**src/hdl/sas_pkg.sv**
```systemverilog
package sas_pkg;

  localparam int unsigned ID_BITS  = 15;
  localparam int unsigned LEN_BITS = 11;
  localparam int unsigned WORD_BITS = 16;

  // ids at or beyond next by less than ((1 << ID_BITS) - 1) / 2, one under half the id space, count as ahead
  localparam logic [ID_BITS-1:0] AHEAD_LIM = ID_BITS'(((1 << ID_BITS) - 1) / 2);

  localparam logic [WORD_BITS-1:0] OPEN_SESSION = {8'h13, 8'h37};

  typedef enum logic [1:0] {
    ACT_RX    = 2'd0,
    ACT_OPEN  = 2'd1,
    ACT_CLOSE = 2'd2
  } action_e;

  typedef enum logic [2:0] {
    OP_OTHER   = 3'd0,
    OP_ACCEPT  = 3'd1,
    OP_REJECT  = 3'd2,
    OP_CLOSING = 3'd3,
    OP_CLOSED  = 3'd4
  } opcode_e;

  typedef enum logic [2:0] {
    ST_NONE     = 3'd0,
    ST_PAYLOAD  = 3'd1,
    ST_REPLY    = 3'd2,
    ST_ACCEPTED = 3'd3,
    ST_CLOSING  = 3'd4,
    ST_CLOSED   = 3'd5,
    ST_REJECTED = 3'd6,
    ST_BAD_OP   = 3'd7
  } status_e;

  typedef enum logic [2:0] {
    RK_NONE  = 3'd0,
    RK_OPEN  = 3'd1,
    RK_ACK   = 3'd2,
    RK_CLOSE = 3'd3,
    RK_RETX  = 3'd4
  } reply_e;

  typedef struct packed {
    logic [1:0]           action;
    logic                 flag_syn;
    logic                 flag_ackreq;
    logic [2:0]           opcode_kind;
    logic [WORD_BITS-1:0] session_id;
    logic [WORD_BITS-1:0] remote_id;
    logic [WORD_BITS-1:0] packet_len;
  } sas_req_t;

  typedef struct packed {
    status_e              status;
    reply_e               reply_kind;
    logic                 reply_retx;
    logic                 reply_close_op;
    logic [WORD_BITS-1:0] reply_session;
    logic [WORD_BITS-1:0] reply_id;
    logic [LEN_BITS-1:0]  payload_len;
  } sas_res_t;

  typedef struct packed {
    reply_e               armed;
    logic [ID_BITS-1:0]   last_acked_id;
    logic [WORD_BITS-1:0] ack_session;
    logic [WORD_BITS-1:0] ack_id_word;
    logic [WORD_BITS-1:0] close_session;
    logic                 close_retx;
    logic                 close_is_closed;
    logic [WORD_BITS-1:0] retx_session;
    logic [ID_BITS-1:0]   retx_wanted_id;
    logic                 open_retx;
    logic [WORD_BITS-1:0] last_rx_session;
    logic [LEN_BITS-1:0]  held_len;
  } sas_state_t;

endpackage

```
**src/hdl/sas_intf.sv**
```systemverilog
interface sas_in_if import sas_pkg::*; ();
  logic                 valid;
  logic                 ready;
  logic [1:0]           action;
  logic                 flag_syn;
  logic                 flag_ackreq;
  logic [2:0]           opcode_kind;
  logic [WORD_BITS-1:0] session_id;
  logic [WORD_BITS-1:0] remote_id;
  logic [WORD_BITS-1:0] packet_len;

  modport source (
    output valid, action, flag_syn, flag_ackreq, opcode_kind, session_id, remote_id,
           packet_len,
    input  ready
  );
  modport sink (
    input  valid, action, flag_syn, flag_ackreq, opcode_kind, session_id, remote_id,
           packet_len,
    output ready
  );
endinterface

interface sas_out_if import sas_pkg::*; ();
  logic                 valid;
  logic                 ready;
  logic [2:0]           status;
  logic [2:0]           reply_kind;
  logic                 reply_retx;
  logic                 reply_close_op;
  logic [WORD_BITS-1:0] reply_session;
  logic [WORD_BITS-1:0] reply_id;
  logic [LEN_BITS-1:0]  payload_len;

  modport source (
    output valid, status, reply_kind, reply_retx, reply_close_op, reply_session, reply_id,
           payload_len,
    input  ready
  );
  modport sink (
    input  valid, status, reply_kind, reply_retx, reply_close_op, reply_session, reply_id,
           payload_len,
    output ready
  );
endinterface

```
**src/hdl/session_ack_sequencer_core.sv**
```systemverilog
// channel  dir  modport          carries
// in_i     in   sas_in_if.sink   one request: received header, host open or host close
// out_o    out  sas_out_if.source one result: status and the armed reply
//
// two register stages: the request register, then the session logic feeding
// the result register; one request per cycle sustained while out_o.ready stays high
// the session state updates in the same cycle a request leaves the request register
// rst_ni clears the session state (no reply armed) and both valid flags
// out_o.ready low holds the result; an empty request register still takes one
// more request, then in_i.ready drops until the result is taken
module session_ack_sequencer_core import sas_pkg::*; (
  input  logic clk_i,
  input  logic rst_ni,
  sas_in_if.sink    in_i,
  sas_out_if.source out_o
);

  sas_req_t in_req, s1_req;
  logic     s1_valid;
  sas_res_t res_d, res_q;
  logic     out_valid_q, out_valid_d;
  logic     s2_ready, fire;

  // pack the incoming request fields
  assign in_req.action      = in_i.action;
  assign in_req.flag_syn    = in_i.flag_syn;
  assign in_req.flag_ackreq = in_i.flag_ackreq;
  assign in_req.opcode_kind = in_i.opcode_kind;
  assign in_req.session_id  = in_i.session_id;
  assign in_req.remote_id   = in_i.remote_id;
  assign in_req.packet_len  = in_i.packet_len;

  // result register is free when empty or being drained this cycle
  assign s2_ready = !out_valid_q || out_o.ready;
  assign fire     = s1_valid && s2_ready;

  sas_in_reg u_in_reg (
    .clk_i      (clk_i),
    .rst_ni     (rst_ni),
    .valid_i    (in_i.valid),
    .ready_o    (in_i.ready),
    .req_i      (in_req),
    .ds_ready_i (s2_ready),
    .valid_o    (s1_valid),
    .req_o      (s1_req)
  );

  // session logic and state, committed only when the request moves on
  sas_engine u_engine (
    .clk_i  (clk_i),
    .rst_ni (rst_ni),
    .fire_i (fire),
    .req_i  (s1_req),
    .res_o  (res_d)
  );

  assign out_valid_d = fire ? 1'b1 : (out_o.ready ? 1'b0 : out_valid_q);

  always_ff @(posedge clk_i or negedge rst_ni) begin
    if (!rst_ni) begin
      out_valid_q <= 1'b0;
    end else begin
      out_valid_q <= out_valid_d;
    end
  end

  // result payload, no reset needed
  always_ff @(posedge clk_i) begin
    if (fire) begin
      res_q <= res_d;
    end
  end

  assign out_o.valid          = out_valid_q;
  assign out_o.status         = res_q.status;
  assign out_o.reply_kind     = res_q.reply_kind;
  assign out_o.reply_retx     = res_q.reply_retx;
  assign out_o.reply_close_op = res_q.reply_close_op;
  assign out_o.reply_session  = res_q.reply_session;
  assign out_o.reply_id       = res_q.reply_id;
  assign out_o.payload_len    = res_q.payload_len;

`ifndef SYNTHESIS
  // a request leaving the request register always lands in the result register
  a_fire_lands: assert property (@(posedge clk_i) disable iff (!rst_ni)
    fire |=> out_valid_q)
    else $error("request lost between stages");

  // an in-order payload always arms an ack
  a_payload_ack: assert property (@(posedge clk_i) disable iff (!rst_ni)
    (out_valid_q && res_q.status == ST_PAYLOAD) |-> (res_q.reply_kind == RK_ACK))
    else $error("payload status without armed ack");

  // open reply carries the fixed session word and no id
  a_open_fields: assert property (@(posedge clk_i) disable iff (!rst_ni)
    (out_valid_q && res_q.reply_kind == RK_OPEN)
      |-> (res_q.reply_session == OPEN_SESSION && res_q.reply_id == '0))
    else $error("open reply fields wrong");

  // result register holds while the sink stalls
  a_stall_hold: assert property (@(posedge clk_i) disable iff (!rst_ni)
    (out_valid_q && !out_o.ready) |=> (out_valid_q && $stable(res_q)))
    else $error("result changed under stall");
`endif

endmodule

```
**src/hdl/sas_in_reg.sv**
```systemverilog
module sas_in_reg import sas_pkg::*; (
  input  logic     clk_i,
  input  logic     rst_ni,
  input  logic     valid_i,
  output logic     ready_o,
  input  sas_req_t req_i,
  input  logic     ds_ready_i,
  output logic     valid_o,
  output sas_req_t req_o
);

  logic     valid_q, valid_d;
  sas_req_t req_q;
  logic     load;

  assign ready_o = !valid_q || ds_ready_i;
  assign load    = valid_i && ready_o;
  assign valid_d = load ? 1'b1 : (ds_ready_i ? 1'b0 : valid_q);

  always_ff @(posedge clk_i or negedge rst_ni) begin
    if (!rst_ni) begin
      valid_q <= 1'b0;
    end else begin
      valid_q <= valid_d;
    end
  end

  always_ff @(posedge clk_i) begin
    if (load) begin
      req_q <= req_i;
    end
  end

  assign valid_o = valid_q;
  assign req_o   = req_q;

endmodule

```
**src/hdl/sas_engine.sv**
```systemverilog
module sas_engine import sas_pkg::*; (
  input  logic     clk_i,
  input  logic     rst_ni,
  input  logic     fire_i,
  input  sas_req_t req_i,
  output sas_res_t res_o
);

  sas_state_t         st_q, st_d;
  status_e            status;
  logic [ID_BITS-1:0] next_id, got_id, id_diff;

  assign next_id = st_q.last_acked_id + ID_BITS'(1);
  assign got_id  = req_i.remote_id[ID_BITS-1:0];
  assign id_diff = got_id - next_id;

  always_comb begin
    st_d   = st_q;
    status = ST_NONE;
    case (req_i.action)
      ACT_RX: begin
        st_d.last_rx_session = req_i.session_id;
        if (st_q.armed == RK_CLOSE) begin
          st_d.close_retx      = 1'b1;
          st_d.close_is_closed = 1'b0;
          if (req_i.flag_syn && req_i.opcode_kind == OP_CLOSED) begin
            status = ST_CLOSED;
          end else begin
            if (req_i.flag_syn && req_i.opcode_kind == OP_CLOSING) begin
              st_d.close_retx      = 1'b0;
              st_d.close_is_closed = 1'b1;
            end
            st_d.close_session = req_i.session_id;
            status             = ST_REPLY;
          end
        end else if (req_i.flag_ackreq) begin
          if (got_id == next_id) begin
            st_d.last_acked_id = got_id;
            st_d.armed         = RK_ACK;
            st_d.ack_session   = req_i.session_id;
            st_d.ack_id_word   = req_i.remote_id;
            st_d.held_len      = req_i.packet_len[LEN_BITS-1:0];
            status             = ST_PAYLOAD;
          end else begin
            if (id_diff < AHEAD_LIM) begin
              st_d.armed          = RK_RETX;
              st_d.retx_session   = req_i.session_id;
              st_d.retx_wanted_id = next_id;
            end else begin
              st_d.armed       = RK_ACK;
              st_d.ack_session = req_i.session_id;
              st_d.ack_id_word = WORD_BITS'(st_q.last_acked_id);
            end
            status = ST_REPLY;
          end
        end else if (req_i.flag_syn) begin
          case (req_i.opcode_kind)
            OP_ACCEPT: begin
              st_d.ack_session = req_i.session_id;
              st_d.ack_id_word = '0;
              if (st_q.armed == RK_ACK) begin
                status = ST_REPLY;
              end else begin
                st_d.armed         = RK_ACK;
                st_d.last_acked_id = '0;
                status             = ST_ACCEPTED;
              end
            end
            OP_CLOSING: begin
              st_d.close_retx      = 1'b0;
              st_d.close_session   = req_i.session_id;
              st_d.close_is_closed = 1'b1;
              st_d.armed           = RK_CLOSE;
              status               = ST_CLOSING;
            end
            OP_REJECT: begin
              st_d.armed = RK_NONE;
              status     = ST_REJECTED;
            end
            default: begin
              status = ST_BAD_OP;
            end
          endcase
        end
      end
      ACT_OPEN: begin
        st_d.open_retx = (st_q.armed == RK_OPEN);
        st_d.armed     = RK_OPEN;
      end
      ACT_CLOSE: begin
        st_d.close_retx      = 1'b0;
        st_d.close_is_closed = 1'b0;
        st_d.close_session   = st_q.last_rx_session;
        st_d.armed           = RK_CLOSE;
      end
      default: begin
        st_d = st_q;
      end
    endcase
  end

  // reply fields follow the armed kind after the update
  always_comb begin
    res_o                = '0;
    res_o.status         = status;
    res_o.reply_kind     = st_d.armed;
    res_o.payload_len    = st_d.held_len;
    unique case (st_d.armed)
      RK_OPEN: begin
        res_o.reply_retx    = st_d.open_retx;
        res_o.reply_session = OPEN_SESSION;
      end
      RK_ACK: begin
        res_o.reply_session = st_d.ack_session;
        res_o.reply_id      = st_d.ack_id_word;
      end
      RK_CLOSE: begin
        res_o.reply_retx     = st_d.close_retx;
        res_o.reply_close_op = st_d.close_is_closed;
        res_o.reply_session  = st_d.close_session;
      end
      RK_RETX: begin
        res_o.reply_session = st_d.retx_session;
        res_o.reply_id      = WORD_BITS'(st_d.retx_wanted_id);
      end
      default: begin
        res_o.reply_session = '0;
      end
    endcase
  end

  always_ff @(posedge clk_i or negedge rst_ni) begin
    if (!rst_ni) begin
      st_q <= '0;
    end else if (fire_i) begin
      st_q <= st_d;
    end
  end

endmodule
```
**src/flat_wrapper.sv**
```systemverilog
// flat-port wrapper written by rule: the top's interface ports become plain ports
module session_ack_sequencer_core_flat import sas_pkg::*;
  (clk_i, rst_ni, in_i_valid, in_i_action, in_i_flag_syn, in_i_flag_ackreq, in_i_opcode_kind, in_i_session_id, in_i_remote_id, in_i_packet_len, in_i_ready, out_o_valid, out_o_status, out_o_reply_kind, out_o_reply_retx, out_o_reply_close_op, out_o_reply_session, out_o_reply_id, out_o_payload_len, out_o_ready);
  sas_in_if in_i_i ();
  sas_out_if out_o_i ();
  input  logic clk_i;
  input  logic rst_ni;
  input wire logic [$bits(in_i_i.valid)-1:0] in_i_valid;
  input wire logic [$bits(in_i_i.action)-1:0] in_i_action;
  input wire logic [$bits(in_i_i.flag_syn)-1:0] in_i_flag_syn;
  input wire logic [$bits(in_i_i.flag_ackreq)-1:0] in_i_flag_ackreq;
  input wire logic [$bits(in_i_i.opcode_kind)-1:0] in_i_opcode_kind;
  input wire logic [$bits(in_i_i.session_id)-1:0] in_i_session_id;
  input wire logic [$bits(in_i_i.remote_id)-1:0] in_i_remote_id;
  input wire logic [$bits(in_i_i.packet_len)-1:0] in_i_packet_len;
  output wire logic [$bits(in_i_i.ready)-1:0] in_i_ready;
  output wire logic [$bits(out_o_i.valid)-1:0] out_o_valid;
  output wire logic [$bits(out_o_i.status)-1:0] out_o_status;
  output wire logic [$bits(out_o_i.reply_kind)-1:0] out_o_reply_kind;
  output wire logic [$bits(out_o_i.reply_retx)-1:0] out_o_reply_retx;
  output wire logic [$bits(out_o_i.reply_close_op)-1:0] out_o_reply_close_op;
  output wire logic [$bits(out_o_i.reply_session)-1:0] out_o_reply_session;
  output wire logic [$bits(out_o_i.reply_id)-1:0] out_o_reply_id;
  output wire logic [$bits(out_o_i.payload_len)-1:0] out_o_payload_len;
  input wire logic [$bits(out_o_i.ready)-1:0] out_o_ready;
  assign in_i_i.valid = in_i_valid;
  assign in_i_i.action = in_i_action;
  assign in_i_i.flag_syn = in_i_flag_syn;
  assign in_i_i.flag_ackreq = in_i_flag_ackreq;
  assign in_i_i.opcode_kind = in_i_opcode_kind;
  assign in_i_i.session_id = in_i_session_id;
  assign in_i_i.remote_id = in_i_remote_id;
  assign in_i_i.packet_len = in_i_packet_len;
  assign in_i_ready = in_i_i.ready;
  assign out_o_valid = out_o_i.valid;
  assign out_o_status = out_o_i.status;
  assign out_o_reply_kind = out_o_i.reply_kind;
  assign out_o_reply_retx = out_o_i.reply_retx;
  assign out_o_reply_close_op = out_o_i.reply_close_op;
  assign out_o_reply_session = out_o_i.reply_session;
  assign out_o_reply_id = out_o_i.reply_id;
  assign out_o_payload_len = out_o_i.payload_len;
  assign out_o_i.ready = out_o_ready;
  session_ack_sequencer_core u_core (.clk_i(clk_i), .rst_ni(rst_ni), .in_i(in_i_i), .out_o(out_o_i));
endmodule
```
**config.mk**
```make
export PLATFORM = sky130hd
export DESIGN_NAME = session_ack_sequencer_core_flat
export DESIGN_NICKNAME = d
export VERILOG_FILES = /design/src/hdl/sas_pkg.sv /design/src/hdl/sas_intf.sv /design/src/hdl/session_ack_sequencer_core.sv /design/src/hdl/sas_in_reg.sv /design/src/hdl/sas_engine.sv /design/src/flat_wrapper.sv
export SDC_FILE = /design/constraint.sdc
export NUM_CORES = 1
export LEC_CHECK = 0
export BUFFER_PORTS_ARGS = -buffer_cell sky130_fd_sc_hd__buf_2
export CORE_UTILIZATION = 50
export DETAILED_ROUTE_END_ITERATION = 8
export PLACE_DENSITY = 0.77
export SYNTH_ARGS = -nofsm -noshare
export SYNTH_HDL_FRONTEND = slang
export SYNTH_SLANG_ARGS = --single-unit
```
**constraint.sdc**
```tcl
create_clock -name clk_i -period 9.9 [get_ports clk_i]
set_clock_uncertainty 0.05 [all_clocks]
set_input_delay 2.475 -clock clk_i [delete_from_list [all_inputs] [get_ports clk_i]]
set_output_delay 2.475 -clock clk_i [all_outputs]
set_load 0.01 [all_outputs]
```
==> impl_metrics.env <==
export IMPL_status="completed"
export IMPL_fin_ws_ps=4080
export IMPL_grt_overflow=0
export IMPL_die_h_um=154
export IMPL_grt_pass1_wl_um=45900
export IMPL_avgSynthCellArea_um2=11.1
export IMPL_max_stage_delay_ps=970
export IMPL_report_final_hold_viol_count=0
export IMPL_ys_seq_area_share_pct=54.4
export IMPL_cts_htree_levels=1
export IMPL_core_mm2=0.0226
export IMPL_row_count=55
export IMPL_use_met1_pct=33.0
export IMPL_drv_slew=0
export IMPL_synth_commonest_cells="129 x dfrtp_1, 113 x nor2_1, 101 x edfxtp_1"
export IMPL_die_area_mm2=0.0236
export IMPL_cp_max_fo=18
export IMPL_yosysWarningCount=0
export IMPL_cts_buffers=26
export IMPL_vias=8838
export IMPL_period_needed_ps=5820
export IMPL_antenna_found_initial=0
export IMPL_relSlewSlack_pct=16.0
export IMPL_syn_nets=1113
export IMPL_synth_area_leaders="dfrtp_1 28%, edfxtp_1 26%, mux2_2 4.0%"
export IMPL_leakage_nw=5.42
export IMPL_post_cts_buffers=0
export IMPL_drt_wl_total_um=28500
export IMPL_hold_buffers=0
export IMPL_io_pin_count=112
export IMPL_cp_data_required_time_ps=10070
export IMPL_die_width_um=154
export IMPL_critPathArrivalTime_ps=5990
export IMPL_syn2layout_area_growth_pct=13.5
export IMPL_grt_max_degree=84
export IMPL_synth_distinct_cells=73
export IMPL_wire_per_inst_um=20.0
export IMPL_drtPass1Iterations=5
export IMPL_crit_slowest_cell="nor2_1"
export IMPL_synth_top_area_cell="dfrtp_1"
export IMPL_ir_drop_v=0.000168
export IMPL_worst_pin_slew_ps=1250
export IMPL_grtUsageMet2_pct=39.9
export IMPL_cts_tree="done"
export IMPL_grt_pass1_vias=8706
export IMPL_finalSetupViolCount=0
export IMPL_place_hpwl_um=17500
export IMPL_numClockSinks=230
export IMPL_postCtsResizedCells=0
export IMPL_pre_cts_ws_ps=4040
export IMPL_rsz0062_at_grt="false"
export IMPL_yosys_area_top_type_share_pct=28.1
export IMPL_clk_latency_ps=530
export IMPL_clock_fmax_ghz=0.172
export IMPL_start_util_pct=51.0
export IMPL_busiest_layer="met2"
export IMPL_end_kind="flip-flop"
export IMPL_synth_edf_count=101
export IMPL_grt_usage_pct=24.2
export IMPL_powerDensity_mw_per_mm2=213
export IMPL_setup_tns_ps=0
export IMPL_clk_path_buf_depth=3
export IMPL_grtUsageMet3_pct=3.49
export IMPL_synth_most_common_cell="dfrtp_1"
export IMPL_hold_path_class="flip-flop to flip-flop"
export IMPL_antenna_cells=0
export IMPL_ant_nets=0
export IMPL_syn_area_mm2=0.0115
export IMPL_ys_ff_latch=230
export IMPL_drtIter0Drc=755
export IMPL_path_cells="ha_1 -> nand3_1 -> nor2_1 -> xnor2_1 -> ha_1 -> a21o_1 -> a21o_1 -> o311a_1 -> a32o_1 -> nor4_2 -> a211oi_4 -> buf_4 -> nor2_1 -> o21ai_0 -> mux2i_1 -> o221ai_1"
export IMPL_drive_gt1_share_pct=19.7
export IMPL_crit_type="flip-flop to flip-flop"
export IMPL_maxCapViolCount=0
export IMPL_syn_inst=1034
export IMPL_drc=0
export IMPL_port_buffers=106
export IMPL_nNetsFinal=1198
export IMPL_vias_per_cell=6.21
export IMPL_period_share_pct=58.8
export IMPL_dominantRegCellSynth="dfrtp_1"
export IMPL_cts_root_buf="clkbuf_16"
export IMPL_gp_congestion=0.845
export IMPL_ys_async_sr_fraction_pct=56.1
export IMPL_clk_pin_slew_worst_paths_ps=60
export IMPL_crit_path_start_kind="flip-flop"
## routing by layer
metal | share of wire [%] | vias up
li1 | - | 4070
met1 | 43 | 4340
met2 | 48 | 370
met3 | 6.8 | 58
met4 | 2.7 | 0
met5 | 0 | -
## critical path, delay by kind of cell (launching register included)
kind            cells  cell delay, ps
simple gates        4            1810
compound gates      7            1680
xor+xnor            1             270
buf+inv             1             250
fa+ha+maj           2             740
mux                 1             260
flops               1             450
## flip-flops by register name (all words and copies together) (netlist names)
name                         flops
u_core.out_o.reply_kind          3
u_core.out_o.reply_session      16
u_core.out_o.reply_retx          1
u_core.out_o.payload_len        11
u_core.u_in_reg.valid_o          1
u_core.out_o.status              3
u_core.out_o.valid               1
u_core.out_o.reply_close_op      1
u_core.u_in_reg.req_o           50
u_core.out_o.reply_id           16
u_core.u_engine.st_q           127
## stage by stage
step                area [µm²]  hold WS, ps  util (%)  std cells  power [W]
global placement         12300          405      54.3       1376    0.00184
CTS                      13100          426      57.9       1424    0.00280
finish                   13100          421      57.9       1424    0.00279
floorplan                11500          392         -       1034    0.00171
global route             13100          448      57.9       1424    0.00292
detailed placement       12300          410      54.3       1376    0.00188
## path summary, 6_finish.rpt
path,start,to,slack [ps],cells past startpoint
worst min register to register,u_core.u_engine.st_q[6],u_core.u_engine.st_q[6],420,2
worst min-delay path,u_core.u_engine.st_q[6],u_core.u_engine.st_q[6],420,2
worst max register to register,u_core.u_engine.st_q[109],u_core.out_o.reply_session[14],4080,16
min in group asynchronous,rst_ni,u_core.u_engine.st_q[48],1970,1
max in group asynchronous,rst_ni,u_core.u_engine.st_q[38],6350,2
worst max-delay path,u_core.u_engine.st_q[109],u_core.out_o.reply_session[14],4080,16
## cells by family after synthesis
logic type	synth area share, %
flip-flops	54.4
AO/OA/AOI/OAI	19.9
multiplexers	8.68
XOR/XNOR	1.29
adder cells (fa/ha/maj)	2.24
AND/OR/NAND/NOR	10.3
buffers and inverters	3.17
## cell type report
class	count	area, µm²
Fill cell	1870	9510
Sequential cell	230	6260
Multi-Input combinational cell	720	4920
Clock buffer	39	741
Timing Repair Buffer	121	646
Tap cell	285	357
Inverter	20	76.3
Clock inverter	9	65.1
## report_power, final
group | total [W] | internal, W | switching (W)
Clock | 0.000915 | 0.000539 | 0.000375
Combinational | 0.000557 | 0.000244 | 0.000313
Sequential | 0.00131 | 0.00119 | 0.000120
Total | 0.00279 | 0.00198 | 0.000809
## cells in the final DEF, fill, tap and decap left out, types with 15 or more instances in the layout
cell / instances
o2bb2ai_1: 16
inv_1: 19
nor2_1: 111
o221ai_1: 18
o21ai_0: 53
a21o_1: 25
mux2_2: 41
a22o_1: 16
ha_1: 19
clkbuf_16: 27
o22ai_1: 15
mux2i_1: 39
buf_2: 105
nand2_1: 77
dfrtp_1: 129
edfxtp_1: 101
a21oi_1: 82
buf_4: 16
a221oi_1: 29
(Power assumes the default switching activity.)
